File: config.mk
export PLATFORM = sky130hd
export DESIGN_NAME = sha1_sha256_hash_engine_top
export DESIGN_NICKNAME = d
export VERILOG_FILES = /design/src/rtl/core/shs_pkg.sv /design/src/rtl/core/sha1_sha256_hash_engine_top.sv
export SDC_FILE = /design/constraint.sdc
export NUM_CORES = 2
export LEC_CHECK = 0
export CAP_MARGIN = 25
export CORE_MARGIN = 1.5
export CORE_UTILIZATION = 66
export DETAILED_ROUTE_END_ITERATION = 8
export DONT_BUFFER_PORTS = 1
export GPL_ROUTABILITY_DRIVEN = 1
export PLACE_DENSITY = 0.82
export SYNTH_ARGS = -nofsm -noshare
export SYNTH_HDL_FRONTEND = slang
export SYNTH_SLANG_ARGS = --single-unit
File: constraint.sdc
create_clock -name clk_i -period 14.1 [get_ports clk_i]
set_input_delay 2.82 -clock clk_i [delete_from_list [all_inputs] [get_ports clk_i]]
set_output_delay 2.82 -clock clk_i [all_outputs]
set_load 0.005 [all_outputs]
File: src/rtl/core/shs_pkg.sv
`timescale 1ns / 1ps
package shs_pkg;

  typedef enum logic [2:0] {
    ST_IDLE,
    ST_PAD,
    ST_RND,
    ST_FIN,
    ST_OUT
  } state_e;

  localparam logic MODE_SHA1   = 1'b0;
  localparam logic MODE_SHA256 = 1'b1;

  localparam logic [31:0] PAD_WORD = 32'h8000_0000;

  localparam logic [6:0] LAST_RND_SHA1   = 7'd79;
  localparam logic [6:0] LAST_RND_SHA256 = 7'd63;
  localparam logic [2:0] LAST_IDX_SHA1   = 3'd4;
  localparam logic [2:0] LAST_IDX_SHA256 = 3'd7;

  typedef logic [31:0] word_t;

  function automatic word_t iv_word(input logic mode, input logic [2:0] idx);
    word_t r;
    r = '0;
    if (mode == MODE_SHA256) begin
      case (idx)
        3'd0: r = 32'h6a09e667;
        3'd1: r = 32'hbb67ae85;
        3'd2: r = 32'h3c6ef372;
        3'd3: r = 32'ha54ff53a;
        3'd4: r = 32'h510e527f;
        3'd5: r = 32'h9b05688c;
        3'd6: r = 32'h1f83d9ab;
        3'd7: r = 32'h5be0cd19;
        default: r = '0;
      endcase
    end else begin
      case (idx)
        3'd0: r = 32'h67452301;
        3'd1: r = 32'hefcdab89;
        3'd2: r = 32'h98badcfe;
        3'd3: r = 32'h10325476;
        3'd4: r = 32'hc3d2e1f0;
        default: r = '0;
      endcase
    end
    return r;
  endfunction

  function automatic word_t k_sha1(input logic [6:0] rnd);
    word_t r;
    if (rnd < 7'd20) r = 32'h5a827999;
    else if (rnd < 7'd40) r = 32'h6ed9eba1;
    else if (rnd < 7'd60) r = 32'h8f1bbcdc;
    else r = 32'hca62c1d6;
    return r;
  endfunction

  function automatic word_t k_sha256(input logic [5:0] rnd);
    word_t r;
    case (rnd)
      6'd0:  r = 32'h428a2f98; 6'd1:  r = 32'h71374491;
      6'd2:  r = 32'hb5c0fbcf; 6'd3:  r = 32'he9b5dba5;
      6'd4:  r = 32'h3956c25b; 6'd5:  r = 32'h59f111f1;
      6'd6:  r = 32'h923f82a4; 6'd7:  r = 32'hab1c5ed5;
      6'd8:  r = 32'hd807aa98; 6'd9:  r = 32'h12835b01;
      6'd10: r = 32'h243185be; 6'd11: r = 32'h550c7dc3;
      6'd12: r = 32'h72be5d74; 6'd13: r = 32'h80deb1fe;
      6'd14: r = 32'h9bdc06a7; 6'd15: r = 32'hc19bf174;
      6'd16: r = 32'he49b69c1; 6'd17: r = 32'hefbe4786;
      6'd18: r = 32'h0fc19dc6; 6'd19: r = 32'h240ca1cc;
      6'd20: r = 32'h2de92c6f; 6'd21: r = 32'h4a7484aa;
      6'd22: r = 32'h5cb0a9dc; 6'd23: r = 32'h76f988da;
      6'd24: r = 32'h983e5152; 6'd25: r = 32'ha831c66d;
      6'd26: r = 32'hb00327c8; 6'd27: r = 32'hbf597fc7;
      6'd28: r = 32'hc6e00bf3; 6'd29: r = 32'hd5a79147;
      6'd30: r = 32'h06ca6351; 6'd31: r = 32'h14292967;
      6'd32: r = 32'h27b70a85; 6'd33: r = 32'h2e1b2138;
      6'd34: r = 32'h4d2c6dfc; 6'd35: r = 32'h53380d13;
      6'd36: r = 32'h650a7354; 6'd37: r = 32'h766a0abb;
      6'd38: r = 32'h81c2c92e; 6'd39: r = 32'h92722c85;
      6'd40: r = 32'ha2bfe8a1; 6'd41: r = 32'ha81a664b;
      6'd42: r = 32'hc24b8b70; 6'd43: r = 32'hc76c51a3;
      6'd44: r = 32'hd192e819; 6'd45: r = 32'hd6990624;
      6'd46: r = 32'hf40e3585; 6'd47: r = 32'h106aa070;
      6'd48: r = 32'h19a4c116; 6'd49: r = 32'h1e376c08;
      6'd50: r = 32'h2748774c; 6'd51: r = 32'h34b0bcb5;
      6'd52: r = 32'h391c0cb3; 6'd53: r = 32'h4ed8aa4a;
      6'd54: r = 32'h5b9cca4f; 6'd55: r = 32'h682e6ff3;
      6'd56: r = 32'h748f82ee; 6'd57: r = 32'h78a5636f;
      6'd58: r = 32'h84c87814; 6'd59: r = 32'h8cc70208;
      6'd60: r = 32'h90befffa; 6'd61: r = 32'ha4506ceb;
      6'd62: r = 32'hbef9a3f7; 6'd63: r = 32'hc67178f2;
      default: r = '0;
    endcase
    return r;
  endfunction

endpackage

File: src/rtl/core/sha1_sha256_hash_engine_top.sv
`timescale 1ns / 1ps
// A non-final word is stored in the message block. When it fills the block, the engine
// runs R rounds (R = 80 for SHA-1, 64 for SHA-256, one round per cycle on the shared
// round unit) and then adds the result into the chaining values. A final word adds pad
// fill (one word per cycle), one or two compressions and then 5 or 8 digest transfers.
// No new input word is accepted until the engine is idle again.
// Reset (rst_ni low, asynchronous): SHA-1 mode, SHA-1 initial values, empty message.
module sha1_sha256_hash_engine_top (
  input  logic        clk_i,
  input  logic        rst_ni,
  input  logic        in_valid_i,
  output logic        in_ready_o,
  input  logic [31:0] data_word_i,
  input  logic [2:0]  byte_count_i,
  input  logic        is_last_i,
  output logic        out_valid_o,
  input  logic        out_ready_i,
  output logic [31:0] digest_word_o,
  output logic [2:0]  word_index_o,
  output logic        last_word_o,
  input  logic        cfg_we_i,
  input  logic        cfg_wdata_i
);
  import shs_pkg::*;

  state_e state_q, state_d;

  logic        mode_q;
  word_t       cv_q [8];
  word_t       v_q  [8];
  word_t       w_q  [16];
  logic [3:0]  fill_q;
  logic [63:0] bytes_q;
  logic [3:0]  ptr_q;
  logic        pad_done_q;
  logic        two_q;
  logic        final_q;
  logic [6:0]  rnd_q;
  logic [2:0]  idx_q;

  logic        in_xfer, out_xfer;
  logic [2:0]  cnt_sat;
  word_t       last_val;
  logic        last_pad;
  logic [4:0]  pad_pos;
  logic [63:0] bytes_last;
  logic [63:0] len_bits;
  word_t       pad_val;
  logic        rnd_end;
  logic [2:0]  idx_end;
  word_t       w_new1, w_new2, wt;
  word_t       f1, t1_1, t1_2, t2_2;
  word_t       s0x, s1y;

  assign in_xfer  = in_valid_i & in_ready_o;
  assign out_xfer = out_valid_o & out_ready_i;

  assign rnd_end = (rnd_q == ((mode_q == MODE_SHA256) ? LAST_RND_SHA256 : LAST_RND_SHA1));
  assign idx_end = (mode_q == MODE_SHA256) ? LAST_IDX_SHA256 : LAST_IDX_SHA1;

  always_comb begin
    cnt_sat = (byte_count_i > 3'd4) ? 3'd4 : byte_count_i;
    last_pad = 1'b1;
    case (cnt_sat)
      3'd0: last_val = PAD_WORD;
      3'd1: last_val = {data_word_i[31:24], 8'h80, 16'h0};
      3'd2: last_val = {data_word_i[31:16], 8'h80, 8'h0};
      3'd3: last_val = {data_word_i[31:8], 8'h80};
      default: begin
        last_val = data_word_i;
        last_pad = 1'b0;
      end
    endcase
    pad_pos    = {1'b0, fill_q} + {4'd0, ~last_pad};
    bytes_last = bytes_q + {61'd0, cnt_sat};
  end

  assign len_bits = {bytes_q[60:0], 3'b000};

  always_comb begin
    pad_val = pad_done_q ? '0 : PAD_WORD;
    if (!two_q && ptr_q == 4'd14) pad_val = len_bits[63:32];
    if (!two_q && ptr_q == 4'd15) pad_val = len_bits[31:0];
  end

  // message schedule, oldest word at w_q[0]
  always_comb begin
    w_new1 = w_q[13] ^ w_q[8] ^ w_q[2] ^ w_q[0];
    w_new1 = {w_new1[30:0], w_new1[31]};
    s0x = {w_q[1][6:0], w_q[1][31:7]} ^ {w_q[1][17:0], w_q[1][31:18]} ^ (w_q[1] >> 3);
    s1y = {w_q[14][16:0], w_q[14][31:17]} ^ {w_q[14][18:0], w_q[14][31:19]}
        ^ (w_q[14] >> 10);
    w_new2 = s1y + w_q[9] + s0x + w_q[0];
    if (rnd_q < 7'd16) wt = w_q[0];
    else wt = (mode_q == MODE_SHA256) ? w_new2 : w_new1;
  end

  always_comb begin
    if (rnd_q < 7'd20) f1 = (v_q[1] & v_q[2]) ^ (~v_q[1] & v_q[3]);
    else if (rnd_q < 7'd40) f1 = v_q[1] ^ v_q[2] ^ v_q[3];
    else if (rnd_q < 7'd60) f1 = (v_q[1] & v_q[2]) ^ (v_q[1] & v_q[3]) ^ (v_q[2] & v_q[3]);
    else f1 = v_q[1] ^ v_q[2] ^ v_q[3];
    t1_1 = {v_q[0][26:0], v_q[0][31:27]} + f1 + v_q[4] + k_sha1(rnd_q) + wt;
    t1_2 = v_q[7]
         + ({v_q[4][5:0], v_q[4][31:6]} ^ {v_q[4][10:0], v_q[4][31:11]}
            ^ {v_q[4][24:0], v_q[4][31:25]})
         + ((v_q[4] & v_q[5]) ^ (~v_q[4] & v_q[6])) + k_sha256(rnd_q[5:0]) + wt;
    t2_2 = ({v_q[0][1:0], v_q[0][31:2]} ^ {v_q[0][12:0], v_q[0][31:13]}
            ^ {v_q[0][21:0], v_q[0][31:22]})
         + ((v_q[0] & v_q[1]) ^ (v_q[0] & v_q[2]) ^ (v_q[1] & v_q[2]));
  end

  always_comb begin
    state_d = state_q;
    case (state_q)
      ST_IDLE: begin
        if (in_xfer) begin
          if (fill_q == 4'd15) state_d = ST_RND;
          else if (is_last_i) state_d = ST_PAD;
        end
      end
      ST_PAD: if (ptr_q == 4'd15) state_d = ST_RND;
      ST_RND: if (rnd_end) state_d = ST_FIN;
      ST_FIN: begin
        if (!final_q) state_d = ST_IDLE;
        else if (two_q) state_d = ST_PAD;
        else state_d = ST_OUT;
      end
      ST_OUT: if (out_xfer && idx_q == idx_end) state_d = ST_IDLE;
      default: state_d = ST_IDLE;
    endcase
    if (cfg_we_i) state_d = ST_IDLE;
  end

  always_comb begin
    in_ready_o    = (state_q == ST_IDLE);
    out_valid_o   = (state_q == ST_OUT);
    digest_word_o = cv_q[idx_q];
    word_index_o  = idx_q;
    last_word_o   = (idx_q == idx_end);
  end

  always_ff @(posedge clk_i or negedge rst_ni) begin
    if (!rst_ni) begin
      state_q    <= ST_IDLE;
      mode_q     <= MODE_SHA1;
      fill_q     <= '0;
      bytes_q    <= '0;
      ptr_q      <= '0;
      pad_done_q <= 1'b0;
      two_q      <= 1'b0;
      final_q    <= 1'b0;
      rnd_q      <= '0;
      idx_q      <= '0;
      for (int i = 0; i < 8; i++) cv_q[i] <= iv_word(MODE_SHA1, 3'(i));
    end else begin
      state_q <= state_d;
      if (cfg_we_i) begin
        mode_q  <= cfg_wdata_i;
        bytes_q <= '0;
        fill_q  <= '0;
        for (int i = 0; i < 8; i++) cv_q[i] <= iv_word(cfg_wdata_i, 3'(i));
      end else begin
        case (state_q)
          ST_IDLE: begin
            if (in_xfer) begin
              rnd_q <= '0;
              for (int i = 0; i < 8; i++) v_q[i] <= cv_q[i];
              if (is_last_i) begin
                w_q[fill_q] <= last_val;
                bytes_q     <= bytes_last;
                pad_done_q  <= last_pad;
                two_q       <= (pad_pos >= 5'd14);
                final_q     <= 1'b1;
                ptr_q       <= fill_q + 4'd1;
                fill_q      <= '0;
              end else begin
                w_q[fill_q] <= data_word_i;
                bytes_q     <= bytes_q + 64'd4;
                final_q     <= 1'b0;
                fill_q      <= fill_q + 4'd1;
              end
            end
          end
          ST_PAD: begin
            w_q[ptr_q] <= pad_val;
            pad_done_q <= 1'b1;
            ptr_q      <= ptr_q + 4'd1;
            rnd_q      <= '0;
            for (int i = 0; i < 8; i++) v_q[i] <= cv_q[i];
          end
          ST_RND: begin
            rnd_q <= rnd_q + 7'd1;
            for (int i = 0; i < 15; i++) w_q[i] <= w_q[i+1];
            w_q[15] <= wt;
            if (mode_q == MODE_SHA256) begin
              v_q[0] <= t1_2 + t2_2;
              v_q[1] <= v_q[0];
              v_q[2] <= v_q[1];
              v_q[3] <= v_q[2];
              v_q[4] <= v_q[3] + t1_2;
              v_q[5] <= v_q[4];
              v_q[6] <= v_q[5];
              v_q[7] <= v_q[6];
            end else begin
              v_q[0] <= t1_1;
              v_q[1] <= v_q[0];
              v_q[2] <= {v_q[1][1:0], v_q[1][31:2]};
              v_q[3] <= v_q[2];
              v_q[4] <= v_q[3];
            end
          end
          ST_FIN: begin
            for (int i = 0; i < 8; i++) begin
              if (mode_q == MODE_SHA256 || i < 5) cv_q[i] <= cv_q[i] + v_q[i];
            end
            if (final_q && two_q) begin
              two_q <= 1'b0;
              ptr_q <= '0;
            end
            idx_q <= '0;
          end
          ST_OUT: begin
            if (out_xfer) begin
              idx_q <= idx_q + 3'd1;
              if (idx_q == idx_end) begin
                for (int i = 0; i < 8; i++) cv_q[i] <= iv_word(mode_q, 3'(i));
                bytes_q <= '0;
                fill_q  <= '0;
              end
            end
          end
          default: ;
        endcase
      end
    end
  end

endmodule

# Word level (Yosys, flattened, before mapping)
# Memories as Yosys holds them, arrays and structs flattened.
# Cells that the tools add are included.
# W data, S select, Z words.
# op_classes
addsub	29
order_cmp	7
eq_ne	24
n_mux	135
n_bitwise	56
reduce_logical	34
# op_table
cell	count
$mux W32	47
$mux W256	3
$add A32 B32 Y32	22
$xor A32 B32 Y32	17
$pmux W256 S2	1
$mux W64	5
$and A32 B32 Y32	8
$mux W31	5
$pmux W32 S4	1
$pmux W64 S2	1
$bmux W32 S3	1
$add A64 B3 Y64	1
$add A64 B3 Y64 const B	1
$not A32 Y32	2
$reduce_or A32 Y1	2
$mux W29	2
$mux W28	2
$mux W4	10
$mux W1	36
$mux W3	11
$xor A32 B22 Y32	1
$xor A32 B29 Y32	1
$or A1 B1 Y1	22
$pmux W7 S3	1
39 further kinds	82
# word_totals
ff_bits	345
mem_bits_rw	768
rom_bits	2048
input_bits	42
out_inout_bits	38
word_cells	306
memories	3
# mem_list
name	depth	width	read_ports	rd_clocked_by_memory_dff	write_ports	line_no	text
(name not given)	64	32	1	0	0	shs_pkg.sv:63	case (rnd)
w_q	16	32	16	0	16	sha1_sha256_hash_engine_top.sv:31	word_t w_q [16];
v_q	8	32	8	0	8	sha1_sha256_hash_engine_top.sv:30	word_t v_q [8];

# Depth between registers and ports, before layout
# An unclocked memory read counts as a cell.
# logic_depth
word_depth	12
depth_mapped	44
depth_no_buf	44

# Worst setup path before layout
# OpenSTA, ideal clock, no wires.
# synth_timing
kind	input to register
from	input port cfg_we_i
to	memory v_q[0][100] in the netlist's numbering (enable)
arrival_time_ns	13.113
required_time_ns	13.280
path_slack_ns	0.167
path_stages	4
path_cell_list	clkbuf_1 > inv_1 > nand2_1 > nor4b_1
# synth_lines
item	line_no	text
start: declaration	sha1_sha256_hash_engine_top.sv:21	input logic cfg_we_i,
end: declaration	sha1_sha256_hash_engine_top.sv:30	

==> results.json <==
{
  "hold_buffers": 0,
  "clkSlewWorstSetupHoldPaths_ns": 0.07,
  "fin_tns_setup_ns": 0,
  "hold_viol": 0,
  "drive_above_1_share_pct": 9.26,
  "synth.net_count": 9106,
  "vias_per_cell": 7.15,
  "area_delta_synth_final_pct": 7.49,
  "vias": 70538,
  "clock_path_buffers": 3,
  "cpPeakStageDelay_ns": 0.59,
  "ys_top_cells_by_area": "edfxtp_1, dfrtp_1, ha_1",
  "die_h_um": 358,
  "route.detailed.drc": 0,
  "synth_top_area_share_pct": 27.8,
  "h-tree-depth": 3,
  "antenna_found_initial": 21,
  "overflow": 0,
  "status": "completed",
  "nets": 8976,
  "synth.cell_area_um2": 83000,
  "crit_top_cell": "fa_1",
  "path_class": "register to register",
  "grt_max_degree": 345,
  "cp_data_required_time_ns": 14.61,
  "io_pins": 80,
  "min_path_type": "register to register",
  "track_usage_pct": 48.9,
  "setup_viol": 0,
  "synth_cell_types": 98,
  "dr.pass1.iters": 8,
  "cts_buffers": 119,
  "period_share_pct": 84.8,
  "worstMarginPinSlew_ns": 1.25,
  "critical-path-slowest-cell": "a221oi_1",
  "yosys.area_share.simple_pct": 10.3,
  "initial_core_util_pct": 66.8,
  "synthTopCellsByCount": "nand2_1, edfxtp_1, a21o_1, nor2_1, xnor2_1",
  "avgSynthCellArea_um2": 10.0,
  "synth-adder-area-share_pct": 14.9,
  "clock_sinks": 1110,
  "crit_arrival_ns": 12.47,
  "yosysTopAreaCell": "edfxtp_1",
  "drt-total-wl_um": 317000,
  "synth_ff_type": "edfxtp_1",
  "worstPathMaxFanout": 5,
  "finalMaxSlewViolations": 0,
  "clk_root_buffer_cell": "clkbuf_16",
  "synthCells": 8260,
  "crit_path_end_kind": "register",
  "synth_seq_area_share_pct": 38.2,
  "gp_congestion": 1.08,
  "worstSkewPairLatency_ns": 0.79,
  "fin_crit_ns": 11.96,
  "fin_skew_ns": 0.0572,
  "synth_top_family_by_area": "compound AO/OA/AOI/OAI gates",
  "fillCellCount": 8762,
  "grt_pass1_wl_um": 452000,
  "die_x_um": 358,
  "stdcell_area_um2": 89200,
  "post_cts.repair.setup_buffers": 0,
  "maxCapViolations": 0,
  "cts_resized": 0,
  "row_count": 129,
  "synth-edff-count": 768,
  "post_dp_cell_area_um2": 85100,
  "clock.fmax_mhz": 83.6,
  "async_flop_share_pct": 30.8,
  "die_area_um2": 128000,
  "antenna_left": 0,
  "post-synth-top-count-cell": "nand2_1",
  "synth_compound_area_share_pct": 19.2,
  "cts_tree": "built",
  "dpl.hpwl_um": 234000,
  "rsz0062_at_grt": "no",
  "drtIter0Drc": 10990,
  "yosysWarnings": 0,
  "placeableCoreArea_um2": 124000,
  "slew_headroom_pct": 16.2,
  "synthMuxAreaShare_pct": 5.19,
  "grt_pass1_vias": 66189,
  "wl_per_cell_um": 32.1,
  "synth-seq-cells": 1110,
  "io_buffers": 0,
  "worstSetupStartpointType": "register",
  "synth_xor_area_share_pct": 8.39
}
per-layer routing:
metal	GRT usage, %	routed length, um	up-vias	part of all wire (%)
met2	69.2	131000	5425	41
met5	0.667	380	-	0.12
met3	18.1	49400	1236	16
met1	63.9	112000	34517	35
li1	-	-	29344	-
met4	30.1	24900	16	7.9
critical path, delay by kind of cell (launching register included):
family	cells	cell delay, ns
fa+ha+maj	10	4.41
compound gates	15	4.30
xor+xnor	5	1.22
simple gates	8	1.16
flops	1	0.49
buf+inv	2	0.10
cells by family (layout without fill, tap and decap cells):
group / after synthesis / in the layout
adders and majority gates: 804 / 804
muxes: 327 / 327
other: 0 / 5
DFF: 1110 / 1110
and+or+nand+nor: 1932 / 1932
xor gates and xnor gates: 793 / 793
AOI/OAI and AO/OA: 2436 / 2436
buffers and inverters: 858 / 828
cells in the final DEF, fill, tap and decap left out, drive strengths merged, types with 112 or more instances in the layout:
cell    synthesis  routed
xor2          237     237
nor3          117     117
xnor2         555     555
nand3         112     112
buf            59     170
ha            498     498
inv           433     439
a21o          642     642
nor2          557     557
clkbuf        365     165
dfrtp         262     262
mux2          157     157
fa            306     306
nand2         790     790
a21oi         541     541
o21ai         572     572
edfxtp        768     768
registers in the layout, indices dropped and copies added, names as in the netlist, 3 cells and up:
register and cells:
fill_q 4, ptr_q 4, v_q 256, w_q 512, word_index_o 3, cv_q 256, rnd_q 7, bytes_q 61
state_q 3
final timing paths:
path	start	endpoint	slack (ns)	depth (start not counted)
min reg2reg	w_q[15][26]	w_q[14][26]	0.49	1
max reg2reg	w_q[14][18]	v_q[0][23]	2.14	40
max	w_q[14][18]	v_q[0][23]	2.14	40
min	w_q[15][26]	w_q[14][26]	0.49	1
min in group asynchronous	rst_ni	cv_q[47]	1.73	0
max in group asynchronous	rst_ni	rnd_q[3]	11.52	0
per-stage QoR:
stage                     setup slack (ns)  cells  hold WS [ns]  util, %
after global placement                2.39   9632         0.495     68.4
after floorplan                      0.167   8260         0.462        -
after detailed placement              2.34   9638         0.502     68.5
final                                 2.14   9872         0.488     71.8
after CTS                             2.28   9859         0.493     71.7
after global routing                  1.73   9868         0.510     71.8
cell type report:
cell class                      count  area (um^2)  share of cell area (%)
Antenna cell                        5         12.5                  0.0140
Clock buffer                      162         3280                    3.68
Clock inverter                     59          737                   0.826
Inverter                          434         1630                    1.83
Multi-Input combinational cell   6292        48400                    54.2
Sequential cell                  1110        31700                    35.6
Tap cell                         1637         2050                    2.30
Timing Repair Buffer              173         1400                    1.56
Power is left out: the tool's default activity adds up to more than one toggle a clock period on the data nets, which glitch-free logic cannot reach.
